$ cat config.mk
export PLATFORM = sky130hd
export DESIGN_NAME = rca_ram
export DESIGN_NICKNAME = d
export VERILOG_FILES = /design/src/rtl/row_or_column_argmin_assert.svh /design/src/rtl/rca_ram.sv
export SDC_FILE = /design/constraint.sdc
export NUM_CORES = 1
export LEC_CHECK = 0
export CORE_MARGIN = 10
export CORE_UTILIZATION = 45
export DETAILED_ROUTE_END_ITERATION = 16
export DONT_BUFFER_PORTS = 1
export GPL_ROUTABILITY_DRIVEN = 0
export SLEW_MARGIN = 20
export SYNTH_ARGS = -nofsm -noshare
export SYNTH_HDL_FRONTEND = slang
export SYNTH_SLANG_ARGS = --single-unit
$ cat constraint.sdc
create_clock -name clk -period 5.7 [get_ports clk]
set_input_delay 1.14 -clock clk [delete_from_list [all_inputs] [get_ports clk]]
set_output_delay 1.14 -clock clk [all_outputs]
set_load 0.1 [all_outputs]
$ cat src/rtl/row_or_column_argmin_assert.svh
// assertion macros shared by the argmin rtl
`ifndef ROW_OR_COLUMN_ARGMIN_ASSERT_SVH
`define ROW_OR_COLUMN_ARGMIN_ASSERT_SVH

`ifndef SYNTHESIS

// property holds on every edge out of reset
`define RCA_ASSERT(lbl, prop, msg) \
  lbl: assert property (@(posedge clk) disable iff (rst) (prop)) else $error(msg);

// same-cycle implication
`define RCA_ASSERT_IMP(lbl, ante, cons, msg) \
  lbl: assert property (@(posedge clk) disable iff (rst) (ante) |-> (cons)) else $error(msg);

// next-cycle implication
`define RCA_ASSERT_NEXT(lbl, ante, cons, msg) \
  lbl: assert property (@(posedge clk) disable iff (rst) (ante) |=> (cons)) else $error(msg);

`else

`define RCA_ASSERT(lbl, prop, msg)
`define RCA_ASSERT_IMP(lbl, ante, cons, msg)
`define RCA_ASSERT_NEXT(lbl, ante, cons, msg)

`endif

`endif

$ cat src/rtl/rca_ram.sv
// generic single-port-write, registered-read ram
`timescale 1ns / 1ps

module rca_ram #(
  parameter int WIDTH = 8,
  parameter int DEPTH = 16
) (
  input  logic                     clk,
  input  logic                     wr_en,
  input  logic [$clog2(DEPTH)-1:0] wr_addr,
  input  logic [WIDTH-1:0]         wr_data,
  input  logic                     rd_en,
  input  logic [$clog2(DEPTH)-1:0] rd_addr,
  output logic [WIDTH-1:0]         rd_data
);

  logic [WIDTH-1:0] mem [DEPTH];

  always_ff @(posedge clk) begin
    if (wr_en) begin
      mem[wr_addr] <= wr_data;
    end
    if (rd_en) begin
      rd_data <= mem[rd_addr];
    end
  end

endmodule

=== Word level (Yosys, flattened, before mapping) ===
Memory sizes are Yosys's and may differ from the RTL's. A register that Yosys moved wholly into a read port is not among the register bits.
Cells that the tools add are included.
Widths: inputs -> output; s select.

* Bits in registers: 0
* Bits in latches: 0
* Bits in writable memories: 128
* ROM bits: 0
* Input bits: 19
* Memories kept: 1

* Add/subtract/negate cells: 0
* Multipliers: 0
* Divide/modulo/power cells: 0
* Magnitude comparators: 0
* Equality and inequality tests: 0
* Shift operators: 0
* Muxes and demuxes: 2
* Bitwise logic cells: 0
* Reduce and logical (&&, ||, !) cells: 0

{| class="wikitable"
|+ Memories
! memory !! depth !! bits a word !! rd ports !! clocked after memory_dff !! wr ports !! RTL line !! source
|-
| mem || 16 || 8 || 1 || 1 || 1 || rca_ram.sv:17 || <nowiki>logic [WIDTH-1:0] mem [DEPTH];</nowiki>
|}

{| class="wikitable"
|+ Operators by type and width
! kind !! count
|-
| $mux 1 || 2
|}

=== Depth between registers and ports, before layout ===
* Depth in word-level cells: 2
* Gate-level depth with buffers: 5

=== Worst setup path before layout ===
Ideal clock, no wire load.

* Path kind: input -> register
* Start: input port wr_addr[2]
* End: memory mem[0][0], enable pin
* Library setup time: 0.383 ns
* Arrival: 2.250 ns
* Required time: 5.317 ns
* Setup slack: 3.067 ns
* Cell stages on the path: 2
* Path buffers: 0
* Cells stage by stage: or3b_2 nor3_1

{| class="wikitable"
|+ RTL lines
! what !! RTL line !! source
|-
| start, declared || rca_ram.sv:10 || <nowiki>input logic [$clog2(DEPTH)-1:0] wr_addr,</nowiki>
|-
| end, declared || rca_ram.sv:17 ||
|}

Straight into the memory's write port.

=== Final worst setup path ===
* Start: register rd_data[3] (read register of mem)
* End: output port rd_data[3]

{| class="wikitable"
|+ RTL lines
! what !! RTL line !! source
|-
| start, declared || rca_ram.sv:14 || <nowiki>output logic [WIDTH-1:0] rd_data</nowiki>
|}

No word-level cell between the ends.

==> flow_summary.ini <==
[status]
status = complete, no violations

[floorplanning]
die_area_um2 = 16300
die-width_um = 128
ios = 27
design.core.area_um2 = 11400
die_y_um = 128
num_rows = 39
initial_core_util_pct = 45.8

[cts]
cts_root_buf = clkbuf_16
clkTransAtPathRegs_ns = 0.05
cts_tree = yes
cts_buffer_depth = 2
clock_sinks = 136
cts_max_level = 4
hold_buffers = 0
ctsResizeCount = 0
clock_latency_ns = 0.41
cts_made_buffers = 17
post_cts_buffers = 0

[setup_path]
cp_max_fo = 1
path_class = reg2out
ff2ff_setup_slack_ns = 4.11
cp-endpoint = rd_data[3]
cp-end-kind = primary output
rr_worst_depth = 3
crit_start = rd_data[3]$_DFFE_PP_
crit_arrival_ns = 1.36
crit_required_ns = 4.56
start_kind = flop
crit_cells = 0
r2r_start = mem[2][5]$_DFFE_PP_
r2r-end = rd_data[5]$_DFFE_PP_

[hold_path]
hold_class = reg2reg
hp-start = mem[14][5]$_DFFE_PP_

[timing]
period_minus_slack_ns = 2.50
fmax_ghz = 0.400
worst_pin_slew_ns = 0.925
rsz0062_at_grt = no
max_slew_margin_pct = 38.1
min_period_over_period_pct = 43.9
drv_slew = 0
hold_violations = 0
finalWorstSetupSlack_ns = 3.20
setup_viol = 0
finalClockSkew_ns = 0.00527
finalSetupTns_ns = 0
hold_ws_ns = 0.745

[logic_synthesis]
synth-seq-area-share_pct = 78.1
yosysTopAreaCellShare_pct = 78.1
post-synth-top-area-cell = edfxtp_1
synth_cell_types = 18
synthesis.area_um2 = 5230
synthTopCellsByArea = edfxtp_1 78%, mux4_2 7.8%, mux4_1 7.0%
syn_nets = 248
synth-seq-cells = 136
yosysWarnings = 0
avgSynthCellArea_um2 = 22.8
syn_inst = 229

[final_layout]
drive_above_1_share_pct = 17.5
final_nets = 260
syn2layout_area_growth_pct = 11.9
antenna_cells = 0
seq_area_um2 = 4080
fin_cells = 394
multiInputGateArea_um2 = 1060
fin_util_pct = 51.2
n_fill_cell = 938

[place]
post-place-cells = 365
dp_hpwl_um = 6110
pre_cts_slack_ns = 2.80
io_buffers = 0

[route]
via_count = 2256
drc = 0
wirelength_um = 9760
wl_per_cell_um = 24.8
dr.first_iter.drc_count = 174
firstDrtPassIters = 4
via_per_inst = 5.73
drtAntennaViolNets = 0

[global_route]
grt_pass1_wl_um = 14700
grt_usage_pct = 12.6
grt-ovfl-total = 0
grt_max_degree = 33
antenna_found_initial = 0
grt_pass1_vias = 2385

[power]
ir_drop_mv = 0.212
powerDensity_nw_per_um2 = 371
leakage_uw = 0.00187

[job]
max-cap-violations = 0
==> layout by cell type, fill, tap and decap left out, drive strengths merged, types with 2 or more instances in the layout <==
master / netlist / final
edfxtp: 136 / 136
mux4: 32 / 32
clkbuf: 0 / 22
a22oi: 16 / 16
nor2: 13 / 13
nand2: 9 / 9
clkinv: 0 / 6
nor3: 4 / 4
buf: 7 / 3
nand3b: 2 / 2
nand2b: 2 / 2
==> stage by stage <==
step                power, uW  instance area [um2]
floorplan                1240                 5230
global placement         1250                 5340
detailed placement       1250                 5340
CTS                      2180                 5840
global route             2230                 5850
finish                   2170                 5850
==> flip-flops by register name, summed over array words and instances (netlist names) <==
signal,flops
mem,128
rd_data,8
==> final cells by class <==
cell class / count / area share [%]
clock buffer: 22 / 7.60
clock inverter: 7 / 0.963
multi-input combinational: 83 / 18.2
sequential: 136 / 69.8
tap: 143 / 3.06
timing repair buffer: 3 / 0.385
==> synth_stat cells, drive strengths merged <==
cell and n:
nor2b 1, edfxtp 136, nand3b 2, nand3 1, nand2 9, and2b 1, or3b 1, a22oi 16
clkdlybuf4s25 3, buf 7, and2 1, nor2 13, nor3 4, nand2b 2, mux4 32
==> worst min-delay path, cell delays in order (launching register included) <==
cell and delay (ns):
edfxtp_1 0.31, mux4_2 0.23, a22oi_1 0.06, nand2_1 0.05
==> layer usage <==
metal	GRT usage [%]	routed length [um]	vias to the layer above	share of wire [%]
met5	0	0	-	0
met4	6.16	131	0	1.3
met3	4.34	666	9	6.8
met2	18.2	4750	75	49
met1	16.7	4210	1169	43
li1	-	-	1003	-
==> power by group <==
| group | switching (uW) | internal (uW) |
|---|---|---|
| Sequential | 41.3 | 1130 |
| Combinational | 27.4 | 31.7 |
| Clock | 355 | 583 |
==> worst min-delay path by stage <==
stage / to / depth (start not counted)
after global routing: rd_data[5]$_DFFE_PP_ / 3
after global placement: rd_data[6]$_DFFE_PP_ / 3
after CTS: rd_data[5]$_DFFE_PP_ / 3
final: rd_data[5]$_DFFE_PP_ / 3
after floorplan: rd_data[0]$_DFFE_PP_ / 3
after detailed placement: rd_data[6]$_DFFE_PP_ / 3
==> logic make-up after synthesis <==
kind of cell	count (synthesis)	synth area share (%)
compound gates	16	2.30
buf+inv	10	1.65
flops	136	78.1
mux	32	14.8
simple gates	35	3.14
No activity file was read; power rests on OpenSTA's default activity.
