===== config.mk =====
export PLATFORM = sky130hd
export DESIGN_NAME = rca_seq
export DESIGN_NICKNAME = d
export VERILOG_FILES = /design/src/rtl/rca_pkg.sv /design/src/rtl/rca_seq.sv
export VERILOG_INCLUDE_DIRS = /design/src /design/src/rtl
export SDC_FILE = /design/constraint.sdc
export NUM_CORES = 1
export LEC_CHECK = 0
export BUFFER_PORTS_ARGS = -buffer_cell sky130_fd_sc_hd__buf_2
export CORE_MARGIN = 3
export CORE_UTILIZATION = 56
export DETAILED_ROUTE_END_ITERATION = 8
export PLACE_DENSITY = 0.8
export SLEW_MARGIN = 20
export SYNTH_ARGS = -nofsm -noshare
export SYNTH_HDL_FRONTEND = slang
export SYNTH_SLANG_ARGS = --single-unit

===== constraint.sdc =====
create_clock -name clk -period 8.86 [get_ports clk]
set_clock_uncertainty 0.2 [all_clocks]
set_input_delay 1.772 -clock clk [delete_from_list [all_inputs] [get_ports clk]]
set_output_delay 1.772 -clock clk [all_outputs]
set_load 0.05 [all_outputs]

===== src/rtl/row_or_column_argmin_assert.svh =====
// assertion macros shared by the argmin rtl
`ifndef ROW_OR_COLUMN_ARGMIN_ASSERT_SVH
`define ROW_OR_COLUMN_ARGMIN_ASSERT_SVH

`ifndef SYNTHESIS

// property holds on every edge out of reset
`define RCA_ASSERT(lbl, prop, msg) \
  lbl: assert property (@(posedge clk) disable iff (rst) (prop)) else $error(msg);

// same-cycle implication
`define RCA_ASSERT_IMP(lbl, ante, cons, msg) \
  lbl: assert property (@(posedge clk) disable iff (rst) (ante) |-> (cons)) else $error(msg);

// next-cycle implication
`define RCA_ASSERT_NEXT(lbl, ante, cons, msg) \
  lbl: assert property (@(posedge clk) disable iff (rst) (ante) |=> (cons)) else $error(msg);

`else

`define RCA_ASSERT(lbl, prop, msg)
`define RCA_ASSERT_IMP(lbl, ante, cons, msg)
`define RCA_ASSERT_NEXT(lbl, ante, cons, msg)

`endif

`endif


===== src/rtl/rca_pkg.sv =====
// types and constants of the row or column argmin block
`timescale 1ns / 1ps

package rca_pkg;

  localparam int MAX_DIM       = 256;
  localparam int VALUE_BITS    = 32;
  localparam int IDX_BITS      = 8;
  localparam int CFG_DATA_BITS = 9;
  localparam int CFG_IDX_BITS  = 2;
  localparam int ADDR_BITS     = $clog2(MAX_DIM);
  localparam int DIM_BITS      = ADDR_BITS + 1;
  localparam int ENTRY_BITS    = VALUE_BITS + IDX_BITS;

  localparam logic [CFG_IDX_BITS-1:0] REG_DIRECTION = CFG_IDX_BITS'(0);
  localparam logic [CFG_IDX_BITS-1:0] REG_NUM_ROWS  = CFG_IDX_BITS'(1);
  localparam logic [CFG_IDX_BITS-1:0] REG_NUM_COLS  = CFG_IDX_BITS'(2);

  localparam logic DIR_ROW = 1'b0;
  localparam logic DIR_COL = 1'b1;

  // position of one element and what it closes
  typedef struct packed {
    logic                dir;
    logic [IDX_BITS-1:0] row;
    logic [IDX_BITS-1:0] col;
    logic                row_end;
    logic                mat_end;
    logic                first_row;
    logic                last_row;
  } rca_pos_t;

  // one entry of the column store
  typedef struct packed {
    logic signed [VALUE_BITS-1:0] min_val;
    logic [IDX_BITS-1:0]          min_idx;
  } rca_entry_t;

  typedef struct packed {
    logic signed [VALUE_BITS-1:0] min_value;
    logic [IDX_BITS-1:0]          min_index;
    logic [IDX_BITS-1:0]          line_index;
    logic                         last;
  } rca_result_t;

endpackage


===== src/rtl/rca_seq.sv =====
// configuration registers and matrix position counters
`timescale 1ns / 1ps
`include "row_or_column_argmin_assert.svh"

module rca_seq import rca_pkg::*; (
  input  logic                     clk,
  input  logic                     rst,
  input  logic                     cfg_fire,
  input  logic [CFG_IDX_BITS-1:0]  cfg_index,
  input  logic [CFG_DATA_BITS-1:0] cfg_data,
  input  logic                     in_fire,
  output rca_pos_t                 pos
);

  logic                     dir;
  logic [CFG_DATA_BITS-1:0] num_rows;
  logic [CFG_DATA_BITS-1:0] num_cols;
  logic [ADDR_BITS-1:0]     row_count;
  logic [ADDR_BITS-1:0]     col_count;
  logic [DIM_BITS-1:0]      rows;
  logic [DIM_BITS-1:0]      cols;
  logic                     cfg_known;

  // zero acts as one, anything above the store depth as the depth
  function automatic logic [DIM_BITS-1:0] eff_dim(input logic [CFG_DATA_BITS-1:0] v);
    logic [DIM_BITS-1:0] d;
    if (v == '0) begin
      d = DIM_BITS'(1);
    end else if (32'(v) > MAX_DIM) begin
      d = DIM_BITS'(MAX_DIM);
    end else begin
      d = DIM_BITS'(v);
    end
    return d;
  endfunction

  always_comb begin
    rows          = eff_dim(num_rows);
    cols          = eff_dim(num_cols);
    pos.dir       = dir;
    pos.row       = IDX_BITS'(row_count);
    pos.col       = IDX_BITS'(col_count);
    pos.row_end   = (DIM_BITS'(col_count) + DIM_BITS'(1)) >= cols;
    pos.last_row  = (DIM_BITS'(row_count) + DIM_BITS'(1)) >= rows;
    pos.mat_end   = pos.row_end && pos.last_row;
    pos.first_row = (row_count == '0);
    cfg_known     = (cfg_index == REG_DIRECTION) || (cfg_index == REG_NUM_ROWS) ||
                    (cfg_index == REG_NUM_COLS);
  end

  always_ff @(posedge clk) begin
    if (rst) begin
      dir       <= DIR_ROW;
      num_rows  <= CFG_DATA_BITS'(1);
      num_cols  <= CFG_DATA_BITS'(1);
      row_count <= '0;
      col_count <= '0;
    end else if (cfg_fire) begin
      case (cfg_index)
        REG_DIRECTION: dir <= cfg_data[0];
        REG_NUM_ROWS:  num_rows <= cfg_data;
        REG_NUM_COLS:  num_cols <= cfg_data;
        default: ;
      endcase
      // any known register write restarts the matrix
      if (cfg_known) begin
        row_count <= '0;
        col_count <= '0;
      end
    end else if (in_fire) begin
      if (pos.row_end) begin
        col_count <= '0;
        row_count <= pos.last_row ? '0 : row_count + ADDR_BITS'(1);
      end else begin
        col_count <= col_count + ADDR_BITS'(1);
      end
    end
  end

  `RCA_ASSERT(col_in_range, DIM_BITS'(col_count) < cols, "column count beyond matrix width")
  `RCA_ASSERT_IMP(mat_end_is_row_end, pos.mat_end, pos.row_end, "matrix end off a row end")
  `RCA_ASSERT_NEXT(wrap_after_matrix, in_fire && pos.mat_end && !cfg_fire,
                   row_count == '0 && col_count == '0, "counters did not wrap")

endmodule


* Word-level counts from Yosys, hierarchy flattened
Index checks and enable logic that the tools add are counted.
Widths: inputs -> output; s select.
** Cells by class
- Add/sub/neg operators :: 4
- $lt $le $gt $ge :: 4
- Equality and inequality tests :: 3
- Multiplexer cells :: 12
- Reduce and logical (&&, ||, !) cells :: 14
** Operators by type and width (number)
- $mux 8 :: 8
- $mux 9 :: 4
- $add 8x1->9 const B :: 2
- $ge 9x9->1 :: 2
- $gt 9x9->1 const B :: 2
- $logic_not 9->1 :: 2
- $add 8x1->8 const B :: 2
- $logic_not 8->1 :: 1
- $reduce_and 2->1 :: 4
- $reduce_bool 2->1 :: 2
- $reduce_and 3->1 :: 1
- $eq 2x1->1 const B :: 1
- $eq 2x2->1 const B :: 1
- $logic_not 2->1 :: 1
- $logic_or 1x1->1 :: 2
- $ne 2x1->1 const B :: 1
- $logic_and 1x1->1 :: 1
** Storage, ports and cells
- Register bits :: 35
- Input port bits :: 15
- Word-level logic and storage cells :: 42

* Depth between registers and ports, before layout
Gate-level depths: netlist of the first run.
- Depth after elaboration :: 8
- Mapped depth :: 11

* Worst setup path before layout of the first run
Ideal clock, no wire load.
- Path kind :: register to output
- Start point :: reg row_count[0]
- End point :: out pos[2] in the netlist's numbering
- Arrival time :: 3.025 ns
- Required time :: 6.888 ns
- Setup slack :: 3.863 ns
- Cell stages (with the launch flop) :: 11
- Cell sequence :: dfxtp_1 > ha_1 > and3_1 > and3_1 > xor2_1 > ha_1 > nand4_1 > nor3b_1 > nor3_1 > buf_2 > nor2_1
** RTL lines
- from (decl) :: RTL line rca_seq.sv:18 : logic [ADDR_BITS-1:0] row_count;
- from (signal assigned) :: RTL line rca_seq.sv:73 : row_count <= pos.last_row ? '0 : row_count + ADDR_BITS'(1);
- to (decl) :: RTL line rca_seq.sv:12 : output rca_pos_t pos

==> results of run 1 <==
-- placed cells by master (no fill, tap or decap), types with 2 or more instances in the layout --
master / Yosys / layout
clkbuf_8: 0 / 5
o21ai_0: 8 / 8
nand3_1: 10 / 10
a32o_1: 7 / 7
nor4b_1: 5 / 5
buf_2: 4 / 35
nor3b_1: 2 / 2
nand2b_1: 7 / 7
clkbuf_1: 1 / 2
xor2_1: 8 / 8
inv_1: 3 / 3
a21oi_1: 8 / 8
mux2i_1: 19 / 19
nand2_1: 23 / 23
a32oi_1: 5 / 5
nor2_1: 27 / 27
nand3b_1: 2 / 2
nor3_1: 5 / 5
clkinv_1: 3 / 3
xnor2_1: 4 / 4
ha_1: 21 / 21
dfxtp_1: 35 / 35
nor4_1: 3 / 3
nand4_1: 2 / 2
and3_1: 7 / 7
-- power by group through the flow --
stage	clock network [uW]	logic, uW	registers (uW)
after floorplan	0	48.2	169
after global placement	0	66.5	168
after detailed placement	0	67.0	168
after CTS	114	67.6	164
after global routing	121	74.0	165
final	112	67.6	164
-- routing by layer --
layer  share of wire, %  up-vias  wire length (um)
li1                   -      927                 -
met1                 48      867              2318
met2                 44       65              2120
met3                6.7        8               322
met4                1.4        0                68
met5                  0        -                 0
-- worst max-delay path, cell delays in order (launching register included) --
cell and delay, ps:
dfxtp_1 480, and3_1 290, and3_1 260, nand3_1 120, xnor2_1 190, ha_1 320
nand4_1 120, nor3b_1 200, nor3_1 80, buf_4 180, nor2_1 90, buf_2 260
-- Yosys cell counts, types with 2 or more instances --
cell,count,share of area [%]
dfxtp_1,35,33
nor2_1,27,4.8
nand2_1,23,4.1
ha_1,21,12
mux2i_1,19,9.0
nand3_1,10,2.4
a21oi_1,8,1.9
o21ai_0,8,1.9
xor2_1,8,3.3
a32o_1,7,3.3
and3_1,7,2.1
nand2b_1,7,2.1
a32oi_1,5,2.1
nor3_1,5,1.2
nor4b_1,5,2.1
buf_2,4,0.95
xnor2_1,4,1.7
clkinv_1,3,0.54
inv_1,3,0.54
nor4_1,3,0.89
buf_1,2,0.36
nand3b_1,2,0.71
nand4_1,2,0.60
nor3b_1,2,0.71
-- kinds of logic after synthesis --
family | after synthesis | share of synthesized area [%]
AND/OR/NAND/NOR | 96 | 22.74
AO/OA/AOI/OAI | 39 | 14.17
flip-flops | 35 | 33.33
adder cells (fa/ha/maj) | 21 | 12.50
multiplexers | 19 | 9.048
buffers and inverters | 15 | 3.215
XOR/XNOR | 12 | 5.000
-- area by class of cell --
cell class,instances,area share [%]
Clock buffer,7,3.200
Clock inverter,1,0.2099
Inverter,7,1.207
Multi-Input combinational cell,187,55.93
Sequential cell,35,29.38
Tap cell,46,2.413
Timing Repair Buffer,36,7.660
-- worst max-delay path by stage --
stage	from	to	slack, ps
4_1_cts	row_count[2]$_SDFFE_PP0P_	pos[2]	4020
6_report	row_count[2]$_SDFFE_PP0P_	pos[2]	3990
5_1_grt	row_count[0]$_SDFFE_PP0P_	pos[2]	3760
3_3_place_gp	row_count[2]$_SDFFE_PP0P_	pos[2]	4400
3_5_place_dp	row_count[2]$_SDFFE_PP0P_	pos[2]	4350
2_1_floorplan	row_count[0]$_SDFFE_PP0P_	pos[2]	3860
-- per-stage QoR --
step                      total power (uW)  cells  hold WS [ps]  utilization (%)
after global placement               234.0    311         259.9            66.41
after global routing                 359.3    319         309.9            68.76
after floorplan                      217.0    237         245.4                -
final                                343.5    319         300.4            68.76
after CTS                            345.5    319         301.6            68.76
after detailed placement             234.7    311         281.0            66.41
-- sequential cells by signal (all words and copies together) (netlist names) --
name	cells
num_cols	9
num_rows	9
dir	1
row_count	8
col_count	8
==> impl_metrics.py, run 1 <==
metrics = {
    "drt": {
        "first_pass_iters": 4,
        "wire_per_inst_um": 15.14,
        "drt_first_iter_violations": 205,
        "remaining_drc_errors": 0,
        "drt-total-wl_um": 4830,
        "num_vias": 1867,
        "ant_nets": 0,
        "avgViaCountPerCell": 5.853,
    },
    "clocking": {
        "cts_tree": "yes",
        "numCtsBuffers": 5,
        "cts_resized": 0,
        "root_buffer": "clkbuf_8",
        "cts.sinks": 35,
        "cts_max_path_buffers": 2,
        "hold_buffers": 0,
        "htree_levels": 2,
        "path_clk_slew_ps": 70,
        "insertion_delay_ps": 290,
        "cts_setup_buffers": 0,
    },
    "grt": {
        "grt_pass1_vias": 1775,
        "grt_usage_pct": 24.13,
        "antenna_found_initial": 0,
        "grt_max_degree": 28,
        "grt.met1_usage_pct": 33.54,
        "use_met3_pct": 7.321,
        "grt-ovfl-total": 0,
        "top_usage_layer": "met2",
        "grt_use_met2_pct": 36.20,
        "grt_pass1_wl_um": 8238,
    },
    "layout": {
        "diodes": 0,
        "layout-drive-gt1-share_pct": 17.58,
        "fin_nets": 308,
        "multi_input_area_um2": 1334,
        "ff_latch_area_um2": 700.7,
        "synthToLayoutAreaGrowth_pct": 13.45,
        "fillers": 293,
        "stdcell_area_um2": 2385,
    },
    "timing": {
        "finalHoldViolations": 0,
        "slew_headroom_pct": 50.28,
        "fin_crit_ps": 4872,
        "tightestPinTransition_ps": 740.1,
        "final.setup.tns_ps": 0,
        "rsz0062_at_grt": "false",
        "setup-violations-final": 0,
        "fin_ws_ps": 3988,
        "fmax_mhz": 205.2,
        "drv_slew": 0,
        "period_share_pct": 54.99,
    },
    "placement": {
        "hpwl_um": 3580,
        "place_congestion": 0.8765,
        "port_buffers": 35,
        "placed_area_um2": 2303,
        "place_ws_ps": 4354,
    },
    "worst_setup_path": {
        "regToRegSetupSlack_ps": 5780,
        "r2r_start": "col_count[0]$_SDFFE_PP0P_",
        "worstPathArrival_ps": 2900,
        "r2r_end": "row_count[6]$_SDFFE_PP0P_",
        "cp-start-kind": "register",
        "worstSetupEndpointType": "output pin",
        "path_max_fanout": 11,
        "crit_type": "reg -> out",
        "required_ps": 6890,
        "r2r_cells": 11,
    },
    "floorplan": {
        "rows": 21,
        "initial_core_util_pct": 60.61,
        "dieHeight_um": 67.27,
        "die_w_um": 67.27,
        "die_area_um2": 4525,
        "io_pins": 36,
        "core_area_um2": 3468,
    },
    "logic_synthesis": {
        "avgSynthCellArea_um2": 8.869,
        "synth-warning-count": 0,
        "async_flop_share_pct": 0,
        "synthesis.area_um2": 2102,
        "synth_cell_type_count": 41,
        "yosys_most_used_dff": "dfxtp_1",
        "syn-num-nets": 273,
        "synth_seq_cells": 35,
        "synth_cells": 237,
        "synth_edf_count": 0,
        "ys_seq_area_share_pct": 33.33,
    },
    "power_and_ir_drop": {
        "pwr_density_cell_nw_per_um2": 144.0,
        "p_sw_uw": 106.9,
        "combPwrFrac_pct": 19.7,
        "pwr-share-clk_pct": 32.5,
        "p_leak_uw": 0.001157,
        "intPower_uw": 236.5,
        "ir_drop_v": 0.00007984,
        "seqPwrFrac_pct": 47.8,
        "switching_share_pct": 31.14,
    },
    "worst_hold_path": {
        "hold_path.class": "reg -> reg",
        "hold_depth": 2,
        "hold_end": "num_cols[0]$_SDFFE_PP1P_",
        "hp-start": "num_cols[0]$_SDFFE_PP1P_",
    },
    "run_status": {
        "outcome": "finished clean",
    },
    "job": {
        "drv_cap": 0,
    },
}
(Power assumes the default switching activity.)
==> run 2, diff against run 1 <==
- clock period: 8.86 -> 4.86 ns (I/O delays scaled with it)
==> impl_metrics.py, run 2 (same netlist as run 1, synthesis figures left out) <==
metrics = {
    "run_status": {
        "outcome": "finished clean",
    },
    "layout": {
        "ff_latch_area_um2": 700.7,
        "reg.largest.list": "num_cols x9, num_rows x9",
        "layout-drive-gt1-share_pct": 17.58,
        "synthToLayoutAreaGrowth_pct": 13.45,
        "fin_nets": 308,
        "layout_common_cells": "dfxtp_1 (35), buf_2 (35), nor2_1 (27), nand2_1 (23), ha_1 (21)",
        "multi_input_area_um2": 1334,
        "fillers": 292,
        "utilization_pct": 68.76,
        "diodes": 0,
    },
    "power_and_ir_drop": {
        "ir_drop_v": 0.0001721,
        "pwr_density_cell_nw_per_um2": 261.9,
        "p_leak_uw": 0.001157,
    },
    "timing": {
        "finalHoldViolations": 0,
        "slew_headroom_pct": 48.18,
        "fmax_mhz": 246.7,
        "rsz0062_at_grt": "false",
        "final.setup.tns_ps": 0,
        "fin_ws_ps": 806.2,
        "drv_slew": 0,
        "fin_crit_ps": 4054,
        "period_share_pct": 83.41,
        "tightestPinTransition_ps": 771.4,
        "setup-violations-final": 0,
    },
    "floorplan": {
        "core_area_um2": 3468,
        "rows": 21,
        "die_area_um2": 4525,
        "io_pins": 36,
        "dieHeight_um": 67.27,
        "initial_core_util_pct": 60.61,
        "die_w_um": 67.27,
    },
    "placement": {
        "place_ws_ps": 1134,
        "port_buffers": 35,
        "hpwl_um": 3556,
        "place_congestion": 0.8765,
    },
    "worst_hold_path": {
        "hold_path.class": "reg -> reg",
        "hold_depth": 2,
    },
    "clocking": {
        "cts.sinks": 35,
        "hold_buffers": 0,
        "numCtsBuffers": 5,
        "root_buffer": "clkbuf_8",
        "cts_setup_buffers": 0,
        "cts_resized": 0,
        "path_clk_slew_ps": 70,
        "htree_levels": 2,
        "cts_max_path_buffers": 2,
        "insertion_delay_ps": 280,
        "cts_tree": "yes",
    },
    "worst_setup_path": {
        "crit_type": "reg -> out",
        "path_max_fanout": 11,
        "required_ps": 3690,
        "cp-start-kind": "register",
        "r2r_cells": 11,
        "worstPathArrival_ps": 2880,
        "regToRegSetupSlack_ps": 1770,
        "worstSetupEndpointType": "output pin",
    },
    "drt": {
        "first_pass_iters": 4,
        "wire_per_inst_um": 15.20,
        "ant_nets": 0,
        "avgViaCountPerCell": 5.900,
        "drt-total-wl_um": 4850,
        "drt_first_iter_violations": 210,
        "num_vias": 1882,
        "remaining_drc_errors": 0,
    },
    "grt": {
        "grt-ovfl-total": 0,
        "antenna_found_initial": 0,
        "grt_usage_pct": 24.17,
        "grt_pass1_wl_um": 8280,
        "grt_max_degree": 28,
        "grt_pass1_vias": 1781,
    },
    "job": {
        "drv_cap": 0,
    },
}
## run 2: cell counts in the layout (fill, tap and decap cells not counted)
No cell type changed its count.
## run 2: critical path, stage by stage, from the launching register on
cell and delay [ps]:
dfxtp_1 480, and3_1 300, and3_1 270, nand3_1 110
xnor2_1 180, ha_1 320, nand4_1 120, nor3b_1 200
nor3_1 70, buf_4 180, nor2_1 90, buf_2 260
## run 2: final cells by class
| cell class | count | area share, % |
|---|---|---|
| sequential | 35 | 29.38 |
| timing repair buffer | 36 | 7.660 |
| multi-input combinational | 187 | 55.93 |
| tap | 46 | 2.413 |
| clock buffer | 7 | 3.200 |
| inverter | 7 | 1.207 |
| clock inverter | 1 | 0.2099 |
## run 2: power breakdown
part	switching, uW	internal, uW
sequential	6.22	293
combinational	86.4	37.4
clock	101	101
## run 2: final timing paths
kind	endpoint	from
hold reg to reg	dir$_SDFFE_PP0P_	dir$_SDFFE_PP0P_
hold / removal	dir$_SDFFE_PP0P_	dir$_SDFFE_PP0P_
setup reg to reg	row_count[6]$_SDFFE_PP0P_	col_count[0]$_SDFFE_PP0P_
setup / recovery	pos[2]	row_count[2]$_SDFFE_PP0P_
## run 2: per-layer routing
metal  vias to the layer above  share of wire (%)  track usage [%]
met4                         0                1.1            6.076
met2                        67                 44            36.69
li1                        932                  -                -
met5                         -                  0                0
met3                         7                6.4            6.323
met1                       876                 48            33.98
## run 2: metrics by stage
stage	hold slack [ps]	area (um^2)	cells	power [uW]
final	292.1	2385	319	624.6
after global routing	310.8	2385	319	654.4
after CTS	301.9	2385	319	629.4
after detailed placement	281.3	2303	311	427.7
after global placement	259.9	2303	311	426.6
after floorplan	245.4	2102	237	395.6
