===== config.mk =====
export PLATFORM = sky130hd
export DESIGN_NAME = rca_pipe
export DESIGN_NICKNAME = d
export VERILOG_FILES = /design/src/rtl/rca_pkg.sv /design/src/rtl/rca_pipe.sv
export VERILOG_INCLUDE_DIRS = /design/src /design/src/rtl
export SDC_FILE = /design/constraint.sdc
export NUM_CORES = 1
export LEC_CHECK = 0
export ABC_AREA = 1
export ABC_CLOCK_PERIOD_IN_PS = 4000
export BUFFER_PORTS_ARGS = -buffer_cell sky130_fd_sc_hd__buf_4
export CORE_MARGIN = 2
export CORE_UTILIZATION = 30
export CTS_CLUSTER_DIAMETER = 200
export DETAILED_ROUTE_END_ITERATION = 8
export PLACE_DENSITY = 0.6
export SLEW_MARGIN = 5
export SYNTH_ARGS = -nofsm -noshare
export SYNTH_HDL_FRONTEND = slang
export SYNTH_SLANG_ARGS = --single-unit

===== constraint.sdc =====
create_clock -name clk -period 4 [get_ports clk]
set_clock_uncertainty 0.05 [all_clocks]
set_input_delay 0.4 -clock clk [delete_from_list [all_inputs] [get_ports clk]]
set_output_delay 0.4 -clock clk [all_outputs]
set_load 0.05 [all_outputs]

===== src/rtl/row_or_column_argmin_assert.svh =====
// assertion macros shared by the argmin rtl
`ifndef ROW_OR_COLUMN_ARGMIN_ASSERT_SVH
`define ROW_OR_COLUMN_ARGMIN_ASSERT_SVH

`ifndef SYNTHESIS

// property holds on every edge out of reset
`define RCA_ASSERT(lbl, prop, msg) \
  lbl: assert property (@(posedge clk) disable iff (rst) (prop)) else $error(msg);

// same-cycle implication
`define RCA_ASSERT_IMP(lbl, ante, cons, msg) \
  lbl: assert property (@(posedge clk) disable iff (rst) (ante) |-> (cons)) else $error(msg);

// next-cycle implication
`define RCA_ASSERT_NEXT(lbl, ante, cons, msg) \
  lbl: assert property (@(posedge clk) disable iff (rst) (ante) |=> (cons)) else $error(msg);

`else

`define RCA_ASSERT(lbl, prop, msg)
`define RCA_ASSERT_IMP(lbl, ante, cons, msg)
`define RCA_ASSERT_NEXT(lbl, ante, cons, msg)

`endif

`endif


===== src/rtl/rca_pkg.sv =====
// types and constants of the row or column argmin block
`timescale 1ns / 1ps

package rca_pkg;

  localparam int MAX_DIM       = 256;
  localparam int VALUE_BITS    = 32;
  localparam int IDX_BITS      = 8;
  localparam int CFG_DATA_BITS = 9;
  localparam int CFG_IDX_BITS  = 2;
  localparam int ADDR_BITS     = $clog2(MAX_DIM);
  localparam int DIM_BITS      = ADDR_BITS + 1;
  localparam int ENTRY_BITS    = VALUE_BITS + IDX_BITS;

  localparam logic [CFG_IDX_BITS-1:0] REG_DIRECTION = CFG_IDX_BITS'(0);
  localparam logic [CFG_IDX_BITS-1:0] REG_NUM_ROWS  = CFG_IDX_BITS'(1);
  localparam logic [CFG_IDX_BITS-1:0] REG_NUM_COLS  = CFG_IDX_BITS'(2);

  localparam logic DIR_ROW = 1'b0;
  localparam logic DIR_COL = 1'b1;

  // position of one element and what it closes
  typedef struct packed {
    logic                dir;
    logic [IDX_BITS-1:0] row;
    logic [IDX_BITS-1:0] col;
    logic                row_end;
    logic                mat_end;
    logic                first_row;
    logic                last_row;
  } rca_pos_t;

  // one entry of the column store
  typedef struct packed {
    logic signed [VALUE_BITS-1:0] min_val;
    logic [IDX_BITS-1:0]          min_idx;
  } rca_entry_t;

  typedef struct packed {
    logic signed [VALUE_BITS-1:0] min_value;
    logic [IDX_BITS-1:0]          min_index;
    logic [IDX_BITS-1:0]          line_index;
    logic                         last;
  } rca_result_t;

endpackage


===== src/rtl/rca_pipe.sv =====
// compare and update stage, store forwarding and output register
`timescale 1ns / 1ps
`include "row_or_column_argmin_assert.svh"

module rca_pipe import rca_pkg::*; (
  input  logic                         clk,
  input  logic                         rst,
  input  logic                         in_fire,
  input  rca_pos_t                     pos,
  input  logic signed [VALUE_BITS-1:0] value,
  input  logic [ADDR_BITS-1:0]         rd_addr,
  input  logic [ENTRY_BITS-1:0]        rd_data,
  output logic                         wr_en,
  output logic [ADDR_BITS-1:0]         wr_addr,
  output logic [ENTRY_BITS-1:0]        wr_data,
  output logic                         stall,
  output logic                         out_valid,
  input  logic                         out_ready,
  output rca_result_t                  out_data
);

  rca_pos_t                     s1_pos;
  logic                         s1_valid;
  logic signed [VALUE_BITS-1:0] s1_value;
  logic                         s1_result;
  logic                         s1_fire;
  logic                         fwd_hit;
  rca_entry_t                   fwd_entry;
  rca_entry_t                   col_old;
  rca_entry_t                   col_new;
  logic signed [VALUE_BITS-1:0] run_min;
  logic [IDX_BITS-1:0]          run_idx;
  logic signed [VALUE_BITS-1:0] row_min_next;
  logic [IDX_BITS-1:0]          row_idx_next;
  rca_result_t                  res_next;

  always_comb begin
    s1_result = (s1_pos.dir == DIR_COL) ? s1_pos.last_row : s1_pos.row_end;
    stall     = s1_valid && s1_result && out_valid && !out_ready;
    s1_fire   = s1_valid && !stall;

    // entry written on the same edge as this item's read comes from the forward register
    col_old = fwd_hit ? fwd_entry : rca_entry_t'(rd_data);
    if (s1_pos.first_row || (s1_value < col_old.min_val)) begin
      col_new.min_val = s1_value;
      col_new.min_idx = s1_pos.row;
    end else begin
      col_new = col_old;
    end

    if ((s1_pos.col == '0) || (s1_value < run_min)) begin
      row_min_next = s1_value;
      row_idx_next = s1_pos.col;
    end else begin
      row_min_next = run_min;
      row_idx_next = run_idx;
    end

    wr_en   = s1_fire && (s1_pos.dir == DIR_COL);
    wr_addr = s1_pos.col[ADDR_BITS-1:0];
    wr_data = ENTRY_BITS'(col_new);

    if (s1_pos.dir == DIR_COL) begin
      res_next.min_value  = col_new.min_val;
      res_next.min_index  = col_new.min_idx;
      res_next.line_index = s1_pos.col;
    end else begin
      res_next.min_value  = row_min_next;
      res_next.min_index  = row_idx_next;
      res_next.line_index = s1_pos.row;
    end
    res_next.last = s1_pos.mat_end;
  end

  always_ff @(posedge clk) begin
    if (rst) begin
      s1_valid  <= 1'b0;
      out_valid <= 1'b0;
      fwd_hit   <= 1'b0;
    end else begin
      if (!stall) begin
        s1_valid <= in_fire;
      end
      if (s1_fire && s1_result) begin
        out_valid <= 1'b1;
      end else if (out_ready) begin
        out_valid <= 1'b0;
      end
      if (in_fire) begin
        fwd_hit <= wr_en && (wr_addr == rd_addr);
      end
    end
    if (in_fire) begin
      s1_pos    <= pos;
      s1_value  <= value;
      fwd_entry <= col_new;
    end
    if (s1_fire && (s1_pos.dir == DIR_ROW)) begin
      run_min <= row_min_next;
      run_idx <= row_idx_next;
    end
    if (s1_fire && s1_result) begin
      out_data <= res_next;
    end
  end

  `RCA_ASSERT_IMP(write_needs_item, wr_en, s1_valid && s1_pos.dir == DIR_COL,
                  "store written without a column item")
  `RCA_ASSERT_NEXT(forward_same_entry, in_fire && wr_en && (wr_addr == rd_addr), fwd_hit,
                   "same-entry read missed the forward path")
  `RCA_ASSERT_IMP(no_accept_on_stall, stall, !in_fire, "item taken while stage one stalled")

endmodule


## Word level (Yosys, flattened, before mapping)

Index checks and enable logic that the tools add are counted.

| storage, ports and cells | value |
|---|---|
| output and inout port bits | 100 |
| logic and storage cells | 45 |
| bits in registers | 185 |
| input bits | 105 |

| operators by class | value |
|---|---|
| magnitude comparators | 2 |
| equality and inequality tests | 1 |
| reduce and logical (&&, ||, !) cells | 14 |
| bitwise operators | 1 |
| multiplexer cells | 8 |

Operators with widths:

| kind | count |
|---|---|
| $mux 40 | 2 |
| $lt 32x32->1 | 2 |
| $mux 48 | 1 |
| $mux 32 | 1 |
| $eq 8x8->1 | 1 |
| $logic_and 1x1->1 | 8 |
| $logic_not 8->1 | 1 |
| $mux 8 | 1 |
| $mux 1 | 3 |
| $logic_not 1->1 | 2 |
| $logic_or 1x1->1 | 2 |
| $reduce_bool 2->1 | 1 |
| $not 1->1 | 1 |

## Logic depth before layout (Yosys ltp)

Gate-level depths: netlist of run 1.

| logic depth | value |
|---|---|
| depth in word-level cells | 8 |
| mapped depth | 20 |
| mapped depth without buffers | 18 |

## Worst setup path before layout of run 1

No wires, ideal clock.

| timing | value |
|---|---|
| path kind | flip-flop to flip-flop |
| from | reg s1_pos[20] (netlist bit) |
| to | reg run_idx[0], enable pin |
| arrival | 3.948 ns |
| buffers on the path | 1 |
| slack | -0.484 ns |
| required time | 3.463 ns |
| library setup time | 0.487 ns |
| period minus slack after synthesis | 4.484 ns |
| stages on the path, launching flop included | 6 |
| cell sequence | edfxtp_1 > clkbuf_1 > inv_1 > o21ai_0 > nor2_1 > nor3_1 |

| on the way | value |
|---|---|
| longest elaborated chain between the ends | 7 |
| elaborated cells on any way between the ends | 8 |
| classes of those cells | mux: 1; bitwise: 1; reduce/logical: 6 |

RTL lines:

| what | RTL line | text |
|---|---|---|
| start, declared | rca_pipe.sv:22 | `rca_pos_t s1_pos;` |
| start signal, assigned | rca_pipe.sv:94 | `s1_pos <= pos;` |
| $mux 1 | rca_pipe.sv:38 | `s1_result = (s1_pos.dir == DIR_COL) ? s1_pos.last_row : s1_pos.row_end;` |
| $logic_and 1x1->1 (3 in a row) | rca_pipe.sv:39 | `stall = s1_valid && s1_result && out_valid && !out_ready;` |
| net stall | rca_pipe.sv:16 | `output logic stall,` |
| $logic_not 1->1 | n/a |  |
| $logic_and 1x1->1 | rca_pipe.sv:40 | `s1_fire = s1_valid && !stall;` |
| $logic_and 1x1->1 | rca_pipe.sv:98 | `if (s1_fire && (s1_pos.dir == DIR_ROW)) begin` |
| end signal, assigned | rca_pipe.sv:100 | `run_idx <= row_idx_next;` |
| end, declared | rca_pipe.sv:32 | `logic [IDX_BITS-1:0] run_idx;` |

The timed path passes the listed nets, and every way through them passes these cells.
A chain may end at the register's enable or synchronous reset.

## Worst setup path in the final report of run 1

| timing | value |
|---|---|
| from | reg fwd_hit |
| to | out wr_data[28] |

| on the way | value |
|---|---|
| longest elaborated chain between the ends | 4 |

RTL lines:

| what | RTL line | text |
|---|---|---|
| start, declared | rca_pipe.sv:27 | `logic fwd_hit;` |
| start signal, assigned | rca_pipe.sv:90 | `fwd_hit <= wr_en && (wr_addr == rd_addr);` |
| $mux 40 (*) | rca_pipe.sv:43 | `col_old = fwd_hit ? fwd_entry : rca_entry_t'(rd_data);` |
| $lt 32x32->1 | rca_pipe.sv:44 | `if (s1_pos.first_row \|\| (s1_value < col_old.min_val)) begin` |
| $logic_or 1x1->1 | rca_pipe.sv:44 |  |
| $mux 40 (*) | rca_pipe.sv:44 |  |
| end, declared | rca_pipe.sv:15 | `output logic [ENTRY_BITS-1:0] wr_data,` |

Every way passes the cells marked *; elsewhere a longest branch is shown, timed or not.

==> impl_results.md, run 1 <==
- Multi-input gate area: 0.00421 mm2
- Endpoint type of the worst setup path: output pin
- Final #Nets: 1357
- Layout cells sized above 1: 29.4%
- Sequential fraction of the synthesis area: 55.1%
- Transition time at the pin with the least slew margin: 0.841 ns
- Synthesized area per cell: 10.2 um2
- Number of search-and-repair iterations in the first detailed-routing pass: 5
- Category of the worst setup path launch point: flip-flop
- Worst-skew pair later-pin latency: 0.46 ns
- Antenna violations before repair: 0
- Maximum number of pins on one net before global-route repair: 50
- Die width: 187 um
- Inst Count DP: 1597
- # hold bufs at CTS: 0
- Number of antenna-violating nets in the routed design: 0
- Data arrival time at the worst-slack endpoint: 3.41 ns
- Met1 layer wirelength in the final routing: 14.4 mm
- Gr ovfl total: 0
- Highest signal layer in the routed design: met4
- Worst-case register-to-register setup slack: 0.68 ns
- Via Count: 7989
- Worst rel slew slack: 43.9%
- Number of distinct library cells after synthesis: 30
- Number of register bits inferred by synthesis: 185
- Reported max-cap violation count: 0
- Post-Route WL: 31.3 mm
- IO Count: 205
- Iter 0 DRT Violations: 548
- Via density per instance: 4.86
- Number of buffers added by the clock tree synthesis step: 17
- Number of clock sinks: 185
- Power after layout: 5.88 mW
- Finished Layout Cells: 1645
- Port-buffer cells: 204
- Met3 wire length: 1.89 mm
- Worst path slowest cell: sky130_fd_sc_hd__dfxtp_4
- Core ar.: 0.0327 mm2
- Worst setup path class: flip-flop to output pin
- Worst setup startpoint: fwd_hit
- Final max-slew violation count: 0
- Minimum clock period: 3.86 ns
- Remaining design rule violation count: 0
- Vert. Die Dim: 187 um
- Floorplan die area: 0.0349 mm2
- Count of mapped cells out of synthesis: 983
- Most common cell type on the critical path: sky130_fd_sc_hd__buf_12
- Portion of the clock cycle consumed by the worst path in the final layout: 96.4%
- Routed len/inst: 19.0 um
- Required @ worst endpoint: 3.55 ns
- Sequential standard cell area: 0.00553 mm2
- Clock root buffer: sky130_fd_sc_hd__clkbuf_16
- Mapped Area: 0.0100 mm2
- Static leakage power: 5.74 nW
- Vias in the first global route: 8087
- Routed wire length on met2: 14.7 mm
- CP max FO: 15
- Total power divided by cell area: 437 mW/mm2
- Antenna fix cells: 0
- Gp weighted congestion: 0.786
- Reg2reg start: s1_value[31]
- Chain of cells forming the critical path: buf_12, buf_12, mux2i_4, ha_4, a21oi_2, o21ai_1, nand2_1, o311ai_1, a21oi_1, nand2_1, nand2_4, buf_12, clkbuf_16, nand4_1, and2_1, buf_4
- Startpoint of the worst hold path: rst
- Relative area change from synthesis to final layout: 34.0%
- Effective utilization at floorplan: 30.7%
- Number of rows in the core area: 66
- Clock-pin slew reported for the worst setup and hold paths after clock tree synthesis: 0.07 ns
- Most used cells in the layout excluding fill and tap cells: 192 x sky130_fd_sc_hd__buf_4, 183 x sky130_fd_sc_hd__nand2_1, 182 x sky130_fd_sc_hd__edfxtp_1
- Warning count from the yosys run: 0
- Maximum vdd drop: 312 uV
- Crit-path max cell delay: 0.45 ns
- Fill cell count: 3209
- Global-route wire length before repair: 46.4 mm
- Min-Delay Path Class: input pin to flip-flop
- Hold Fails Final Rpt: 0
- Top achievable clock speed: 0.259 GHz
- Commonest non-fill, non-tap cell in the layout: sky130_fd_sc_hd__buf_4
- Clock tree from TritonCTS: yes
- DPL Wire Length: 20.3 mm
- Global-route usage over all layers: 17.4%
- H-tree levels: 4
- Status: complete, no violations
- Net count after synthesis: 1150
- Number of buffers on the longest clock path: 2
- Setup-violating endpoint count in the final report: 0
-- metrics by stage --
stage / cell area, um2 / TNS (ns) / util [%] / hold slack (ns) / worst slack (ns)
final: 13400 / 0 / 41.1 / 0.0547 / 0.144
after global routing: 13400 / -0.456 / 41.1 / 0.0378 / -0.0352
after CTS: 12700 / 0 / 38.9 / 0.0295 / 0.00989
after detailed placement: 12100 / 0 / 37.0 / 0.368 / 0.165
after global placement: 12100 / 0 / 37.0 / 0.369 / 0.176
after floorplan: 10000 / 0 / - / 0.350 / 0.690
-- cell families (layout without fill, tap and decap cells) --
group	after synthesis	in the layout	share of synthesized area (%)
AND/OR/NAND/NOR	464	464	22.8
adder cells (fa/ha/maj)	62	62	7.74
AO/OA/AOI/OAI	63	63	3.39
buffers and inverters	167	387	6.85
multiplexers	39	39	3.89
XOR/XNOR	3	3	0.262
flip-flops	185	185	55.1
-- final cells by class --
type | count | area share (%)
clock buffer | 19 | 3.30
multi-input combinational | 631 | 31.3
clock inverter | 13 | 0.885
tap | 442 | 4.12
timing repair buffer | 244 | 16.1
sequential | 185 | 41.2
inverter | 111 | 3.10
-- synthesized netlist by cell type --
master | n | area share (%)
sky130_fd_sc_hd__a2111oi_0 | 1 | 0.087
sky130_fd_sc_hd__a211oi_1 | 3 | 0.22
sky130_fd_sc_hd__a21oi_1 | 33 | 1.6
sky130_fd_sc_hd__a31oi_1 | 1 | 0.062
sky130_fd_sc_hd__and2_1 | 79 | 4.9
sky130_fd_sc_hd__buf_1 | 3 | 0.11
sky130_fd_sc_hd__buf_2 | 24 | 1.2
sky130_fd_sc_hd__buf_4 | 8 | 0.60
sky130_fd_sc_hd__clkbuf_1 | 21 | 0.79
sky130_fd_sc_hd__dfxtp_1 | 3 | 0.60
sky130_fd_sc_hd__edfxtp_1 | 182 | 55
sky130_fd_sc_hd__ha_1 | 62 | 7.7
sky130_fd_sc_hd__inv_1 | 110 | 4.1
sky130_fd_sc_hd__inv_2 | 1 | 0.037
sky130_fd_sc_hd__mux2i_1 | 39 | 3.9
sky130_fd_sc_hd__nand2_1 | 187 | 7.0
sky130_fd_sc_hd__nand3_1 | 87 | 4.3
sky130_fd_sc_hd__nand3_2 | 1 | 0.10
sky130_fd_sc_hd__nand4_1 | 84 | 5.2
sky130_fd_sc_hd__nor2_1 | 16 | 0.60
sky130_fd_sc_hd__nor3_1 | 7 | 0.35
sky130_fd_sc_hd__nor4_1 | 2 | 0.12
sky130_fd_sc_hd__o2111ai_1 | 1 | 0.087
sky130_fd_sc_hd__o211ai_1 | 1 | 0.075
sky130_fd_sc_hd__o21a_1 | 1 | 0.075
sky130_fd_sc_hd__o21ai_0 | 20 | 1.0
sky130_fd_sc_hd__o21ai_1 | 1 | 0.050
sky130_fd_sc_hd__o311ai_0 | 1 | 0.087
sky130_fd_sc_hd__or2_2 | 1 | 0.062
sky130_fd_sc_hd__xnor2_1 | 3 | 0.26
-- sequential cells by signal (all words and copies together), names as in the netlist --
register,count
run_min,32
out_valid,1
res_next,1
run_idx,8
s1_value,32
fwd_entry,40
fwd_hit,1
s1_pos,12
s1_valid,1
wr_addr,8
out_data,49
-- power breakdown --
part | leakage [nW] | total, mW | switching (mW) | internal (mW)
logic | 3.72 | 1.75 | 1.10 | 0.647
clock network | 0.278 | 1.69 | 0.810 | 0.881
registers | 1.75 | 2.44 | 0.0851 | 2.35
total | 5.74 | 5.88 | 2.00 | 3.88
-- path summary, 6_finish.rpt --
path                                      to  depth (start not counted)
worst max-delay path             wr_data[28]                         16
worst min register to register   out_data[0]                          0
worst min-delay path                 fwd_hit                          2
worst max register to register  out_data[35]                         11
-- layer usage --
layer	GRT usage [%]	vias up
met5	0	-
met4	3.63	0
met3	4.13	20
met2	28.3	274
met1	23.6	3835
li1	-	3860
-- what timing repair did --
item	in CTS	in global routing
setup buffers	2	9
resized for setup	5	131
pin swaps	0	3
endpoints found under the setup margin	40	40
cloned	0	5
-- critical path, delay by kind of cell, from the launching register on --
kind,cells,cell delay (ns)
adder cells (fa/ha/maj),1,0.23
buffers and inverters,5,0.81
multiplexers,1,0.27
flip-flops,1,0.45
AND/OR/NAND/NOR,5,0.65
AO/OA/AOI/OAI,4,0.51
No activity file was read; power rests on OpenSTA's default activity.
==> run 2, diff against run 1 <==
Settings changed: CTS_BUF_LIST from default to sky130_fd_sc_hd__clkbuf_4.
==> run 2 against run 1 <==
Non-clock buffer count is 60 higher. Utilization is 1.9 points higher. Register-to-register slack worse by 0.08 ns. Critical path type unchanged.
==> impl_results.md, run 2 (same netlist as run 1, synthesis figures left out) <==
- Via density per instance: 4.83
- Worst-skew pair later-pin latency: 0.64 ns
- Vert. Die Dim: 187 um
- Final #Nets: 1417
- Total power divided by cell area: 382 mW/mm2
- Top reg by flops: out_data
- Number of antenna-violating nets in the routed design: 0
- Data arrival time at the worst-slack endpoint: 3.55 ns
- Routed len/inst: 18.9 um
- Vias in the first global route: 8495
- Hold Fails Final Rpt: 0
- Biggest regs: out_data x49, fwd_entry x40
- Multi-input gate area: 0.00439 mm2
- Top achievable clock speed: 0.250 GHz
- Worst-case hold slack: 0.169 ns
- Layout cells sized above 1: 30.8%
- Port-buffer cells: 204
- Setup repair after global routing missed its margin: true
- H-tree levels: 4
- Global-route wire length before repair: 48.4 mm
- Endpoint type of the worst setup path: output pin
- Clock root buffer: sky130_fd_sc_hd__clkbuf_4
- Antenna violations before repair: 1
- Number of buffers added by the clock tree synthesis step: 17
- Clock tree from TritonCTS: yes
- Status: complete, no violations
- Worst setup path class: flip-flop to output pin
- Floorplan die area: 0.0349 mm2
- Number of buffers on the longest clock path: 2
- Reported max-cap violation count: 0
- Clock-pin slew reported for the worst setup and hold paths after clock tree synthesis: 0.18 ns
- Global-route usage over all layers: 18.1%
- CP max FO: 8
- Fill cell count: 3141
- DPL Wire Length: 20.3 mm
- Number of rows in the core area: 66
- Remaining design rule violation count: 0
- Setup-violating endpoint count in the final report: 0
- Relative area change from synthesis to final layout: 40.1%
- Category of the worst setup path launch point: flip-flop
- Portion of the clock cycle consumed by the worst path in the final layout: 99.9%
- Sequential standard cell area: 0.00553 mm2
- Die width: 187 um
- Finished Layout Cells: 1706
- Transition time at the pin with the least slew margin: 0.839 ns
- Maximum vdd drop: 280 uV
- Via Count: 8242
- Minimum clock period: 4.00 ns
- Post-Route WL: 32.3 mm
- Gr ovfl total: 0
- Most used cells in the layout excluding fill and tap cells: 188 x sky130_fd_sc_hd__buf_4, 182 x sky130_fd_sc_hd__edfxtp_1, 164 x sky130_fd_sc_hd__nand2_1
- IO Count: 205
- Setup TNS: 0 ns
- Static leakage power: 5.97 nW
- Effective utilization at floorplan: 30.7%
- Commonest non-fill, non-tap cell in the layout: sky130_fd_sc_hd__buf_4
- Gp weighted congestion: 0.786
- Min-Delay Path Class: input pin to flip-flop
- Number of flip-flops under the largest register name: 49
- Required @ worst endpoint: 3.55 ns
- Core ar.: 0.0327 mm2
- Final max-slew violation count: 0
- Maximum number of pins on one net before global-route repair: 50
- Iter 0 DRT Violations: 618
- Inst Count DP: 1597
- Number of clock sinks: 185
- Worst-case register-to-register setup slack: 0.60 ns
- Power after layout: 5.37 mW
- Number of search-and-repair iterations in the first detailed-routing pass: 5
- Worst rel slew slack: 44.1%
run 2: final timing paths:
check / from / to / depth (start not counted)
hold / removal: in_fire / wr_addr[1] / 1
setup reg to reg: s1_value[31] / out_data[47] / 11
setup / recovery: fwd_hit / wr_data[0] / 17
hold reg to reg: res_next[0] / out_data[0] / 0
run 2: power by group:
group	internal, mW	total (mW)	switching, mW
Clock	0.320	1.03	0.712
Combinational	0.750	1.90	1.15
Sequential	2.35	2.44	0.0874
run 2: cell type report:
class	instances	share of cell area, %
Inverter	111	2.97
Tap cell	442	3.94
Antenna cell	1	0.0178
Timing Repair Buffer	304	20.6
Sequential cell	185	39.4
Clock inverter	14	0.873
Multi-Input combinational cell	631	31.3
Clock buffer	18	0.962
run 2: timing repair:
item	CTS	global route
pin swaps	12	7
resized for setup	71	134
hold buffers	56	0
hold endpoints to repair	56	0
setup buffers	10	4
endpoints found under the setup margin	40	40
cloned	3	3
run 2: through the flow:
stage | util [%] | setup WS, ns | area (um2)
after floorplan | - | 0.690 | 10000
after global routing | 42.9 | -0.237 | 14000
after detailed placement | 37.0 | 0.165 | 12100
after CTS | 41.1 | -0.117 | 13500
final | 42.9 | 0.00475 | 14000
after global placement | 37.0 | 0.176 | 12100
run 2: metal layers:
metal	part of all wire [%]	routed length (um)	track usage (%)
met5	0	0	0
met2	48	15600	30.3
met4	0.67	215	3.30
met3	5.7	1840	3.90
met1	45	14700	24.3
run 2: critical path: stages (launching register included):
cell                        delay, ns
sky130_fd_sc_hd__dfxtp_4         0.45
sky130_fd_sc_hd__buf_12          0.17
sky130_fd_sc_hd__mux2i_4         0.30
sky130_fd_sc_hd__ha_4            0.24
sky130_fd_sc_hd__a21oi_2         0.12
sky130_fd_sc_hd__nor2_1          0.06
sky130_fd_sc_hd__a211oi_2        0.19
sky130_fd_sc_hd__nand2_1         0.12
sky130_fd_sc_hd__nand2_1         0.07
sky130_fd_sc_hd__nand2_1         0.07
sky130_fd_sc_hd__nand2_2         0.09
sky130_fd_sc_hd__nand2_2         0.07
sky130_fd_sc_hd__nand2_4         0.12
sky130_fd_sc_hd__nand3_4         0.17
sky130_fd_sc_hd__clkbuf_16       0.23
sky130_fd_sc_hd__nand2_1         0.11
sky130_fd_sc_hd__and2_4          0.16
sky130_fd_sc_hd__buf_8           0.14
==> run 3, diff against run 2 <==
Settings changed: GPL_TIMING_DRIVEN from default to 0.
==> run 3 against run 2 <==
The flow now finishes with violations (setup timing). Die area stayed put. Sequential power hardly changed. Setup slack worse by 0.023 ns. Via count is 1.8% higher. Critical path type unchanged. Largest power group unchanged.
==> impl_results.md, run 3 (same netlist as run 1, synthesis figures left out) <==
- FF-to-FF path depth: 17
- Via density per instance: 4.80
- Met1 capacity usage during global routing: 24.1%
- Endpoint type of the worst setup path: output pin
- Die width: 187 um
- Worst-case hold slack: 0.0899 ns
- Port-buffer cells: 204
- Core Util, Final: 44.5%
- Number of antenna-violating nets in the routed design: 0
- Power after layout: 5.52 mW
- Layer with the highest usage after global routing: met2
- Number of search-and-repair iterations in the first detailed-routing pass: 5
- Clock-pin slew reported for the worst setup and hold paths after clock tree synthesis: 0.18 ns
- Final max-slew violation count: 0
- Inst Count DP: 1633
- Startpoint of the worst hold path: rd_addr[4]
- Global-route wire length before repair: 48.0 mm
- Total power divided by cell area: 379 mW/mm2
- Sequential standard cell area: 0.00553 mm2
- Remaining design rule violation count: 0
- Maximum number of pins on one net before global-route repair: 95
- Worst rel slew slack: 35.4%
- Crit-path max cell delay: 0.37 ns
- Number of rows in the core area: 66
- Endpoint with the worst hold slack: fwd_hit
- Effective utilization at floorplan: 30.7%
- Gp weighted congestion: 0.781
- Reg2reg start: fwd_hit
- Multi-input gate area: 0.00452 mm2
- Vias in the first global route: 8589
- Final #Nets: 1459
- Number of flip-flops under the largest register name: 49
- Layout cells sized above 1: 33.9%
- Number of clock sinks: 185
- Worst setup path class: flip-flop to output pin
- H-tree levels: 4
- CP top delay family: simple AND/OR/NAND/NOR gates
- Floorplan die area: 0.0349 mm2
- Number of buffers on the longest clock path: 2
- Finished Cell Area: 0.0146 mm2
- Finished Layout Cells: 1748
- Via Count: 8388
- Worst path slowest cell: sky130_fd_sc_hd__dfxtp_2
- Data arrival time at the worst-slack endpoint: 3.57 ns
- CP max FO: 10
- Worst-case register-to-register setup slack: 0.82 ns
- DPL Wire Length: 21.5 mm
- Relative area change from synthesis to final layout: 45.3%
- Number of buffers added by the clock tree synthesis step: 17
- Biggest regs: out_data x49, fwd_entry x40
- Clock root buffer: sky130_fd_sc_hd__clkbuf_4
- Core ar.: 0.0327 mm2
- Minimum clock period: 4.02 ns
- Top reg by flops: out_data
- Iter 0 DRT Violations: 604
- Post-route worst setup slack: -0.0184 ns
- Worst-skew pair later-pin latency: 0.63 ns
- Hold Path Cell Cnt: 4
- Global-route usage over all layers: 17.9%
- Static leakage power: 6.16 nW
- FF-to-FF End: fwd_entry[22]
- Hold Fails Final Rpt: 0
- Routed len/inst: 18.1 um
- Met2 usage: 29.4%
- IO Count: 205
- Antenna violations before repair: 1
- Dpl ws: -0.236 ns
- Gr ovfl total: 0
- Maximum vdd drop: 244 uV
- Transition time at the pin with the least slew margin: 0.969 ns
- Chain of cells forming the critical path: buf_12, buf_12, buf_16, mux2i_4, ha_1, inv_2, nor3_4, buf_6, nand2_2, nor3_4, nand2_4, nand3_4, nand3_4, buf_12, buf_12, nand2_2, and2_4, buf_8
- Clock tree from TritonCTS: yes
- Met3 track demand over resource: 3.71%
- Vert. Die Dim: 187 um
- Setup-violating endpoint count in the final report: 15
- Setup repair after global routing missed its margin: true
- Top achievable clock speed: 0.249 GHz
- Category of the worst setup path launch point: flip-flop
- Critical path buffer and inverter count: 8
- Most used cells in the layout excluding fill and tap cells: 190 x sky130_fd_sc_hd__buf_4, 182 x sky130_fd_sc_hd__edfxtp_1, 140 x sky130_fd_sc_hd__nand2_1
- Most common cell type on the critical path: sky130_fd_sc_hd__buf_12
- Portion of the clock cycle consumed by the worst path in the final layout: 100%
- Setup TNS: -0.108 ns
- Placed inst area: 0.0122 mm2
- Reported max-cap violation count: 0
- Fill cell count: 3108
- Commonest non-fill, non-tap cell in the layout: sky130_fd_sc_hd__buf_4
- Post-Route WL: 31.6 mm
- Status: finished with violations
- Required @ worst endpoint: 3.55 ns
- Min-Delay Path Class: input pin to flip-flop
- Violated checks: setup timing
[run 3: cell types whose count changed in the layout (fill, tap and decap cells not counted), sizes merged, moves of 4 or more]
cell	previous run	this run
buf	246	269
inv	113	118
clkbuf	20	38
clkinv	10	6
[run 3: timing repair]
| action | CTS | global route |
|---|---|---|
| hold buffers | 55 | 0 |
| buffers inserted | 19 | 4 |
| endpoints found under the hold margin | 56 | 0 |
| resized for setup | 255 | 51 |
| pin swaps | 10 | 18 |
| cloned | 4 | 0 |
| setup endpoints to repair | 40 | 40 |
[run 3: layout make-up]
| type | count | share of cell area (%) |
|---|---|---|
| plain buffers | 56 | 3.01 |
| diodes | 1 | 0.0172 |
| clock buffers | 17 | 0.876 |
| multi-input cells | 631 | 31.1 |
| well taps | 442 | 3.80 |
| flip-flops and latches | 185 | 37.9 |
| repair buffers | 290 | 19.4 |
| clock inverters | 15 | 1.07 |
| inverters | 111 | 2.86 |
[run 3: worst max path at each step]
stage,cells past startpoint,startpoint,to,slack (ns)
floorplan,5,s1_pos[20],out_data[0],0.69
global placement,4,s1_pos[20],out_data[0],-1.37
detailed placement,17,fwd_hit,wr_data[2],-0.24
CTS,16,fwd_hit,wr_data[24],-0.05
global route,18,fwd_hit,wr_data[36],-0.19
finish,18,fwd_hit,wr_data[24],-0.02
[run 3: worst reg2reg max path, delay by kind of cell, from the launching register on]
family,cells,cell delay (ns)
adders and majority gates,1,0.23
buffers and inverters,6,0.82
DFF,1,0.39
and+or+nand+nor,5,0.53
muxes,1,0.28
AOI/OAI and AO/OA,4,0.62
[run 3: routing by layer]
layer	share of wire, %	up-vias
met5	0	-
met4	1.2	0
met3	5.9	26
met2	47	283
met1	46	4009
li1	-	4070
[run 3: power by group]
part           leakage (nW)  switching [mW]  internal, mW
Sequential             1.75          0.0821          2.35
Combinational          4.26            1.18         0.831
Clock                 0.148           0.793         0.284
Total                  6.16            2.05          3.47
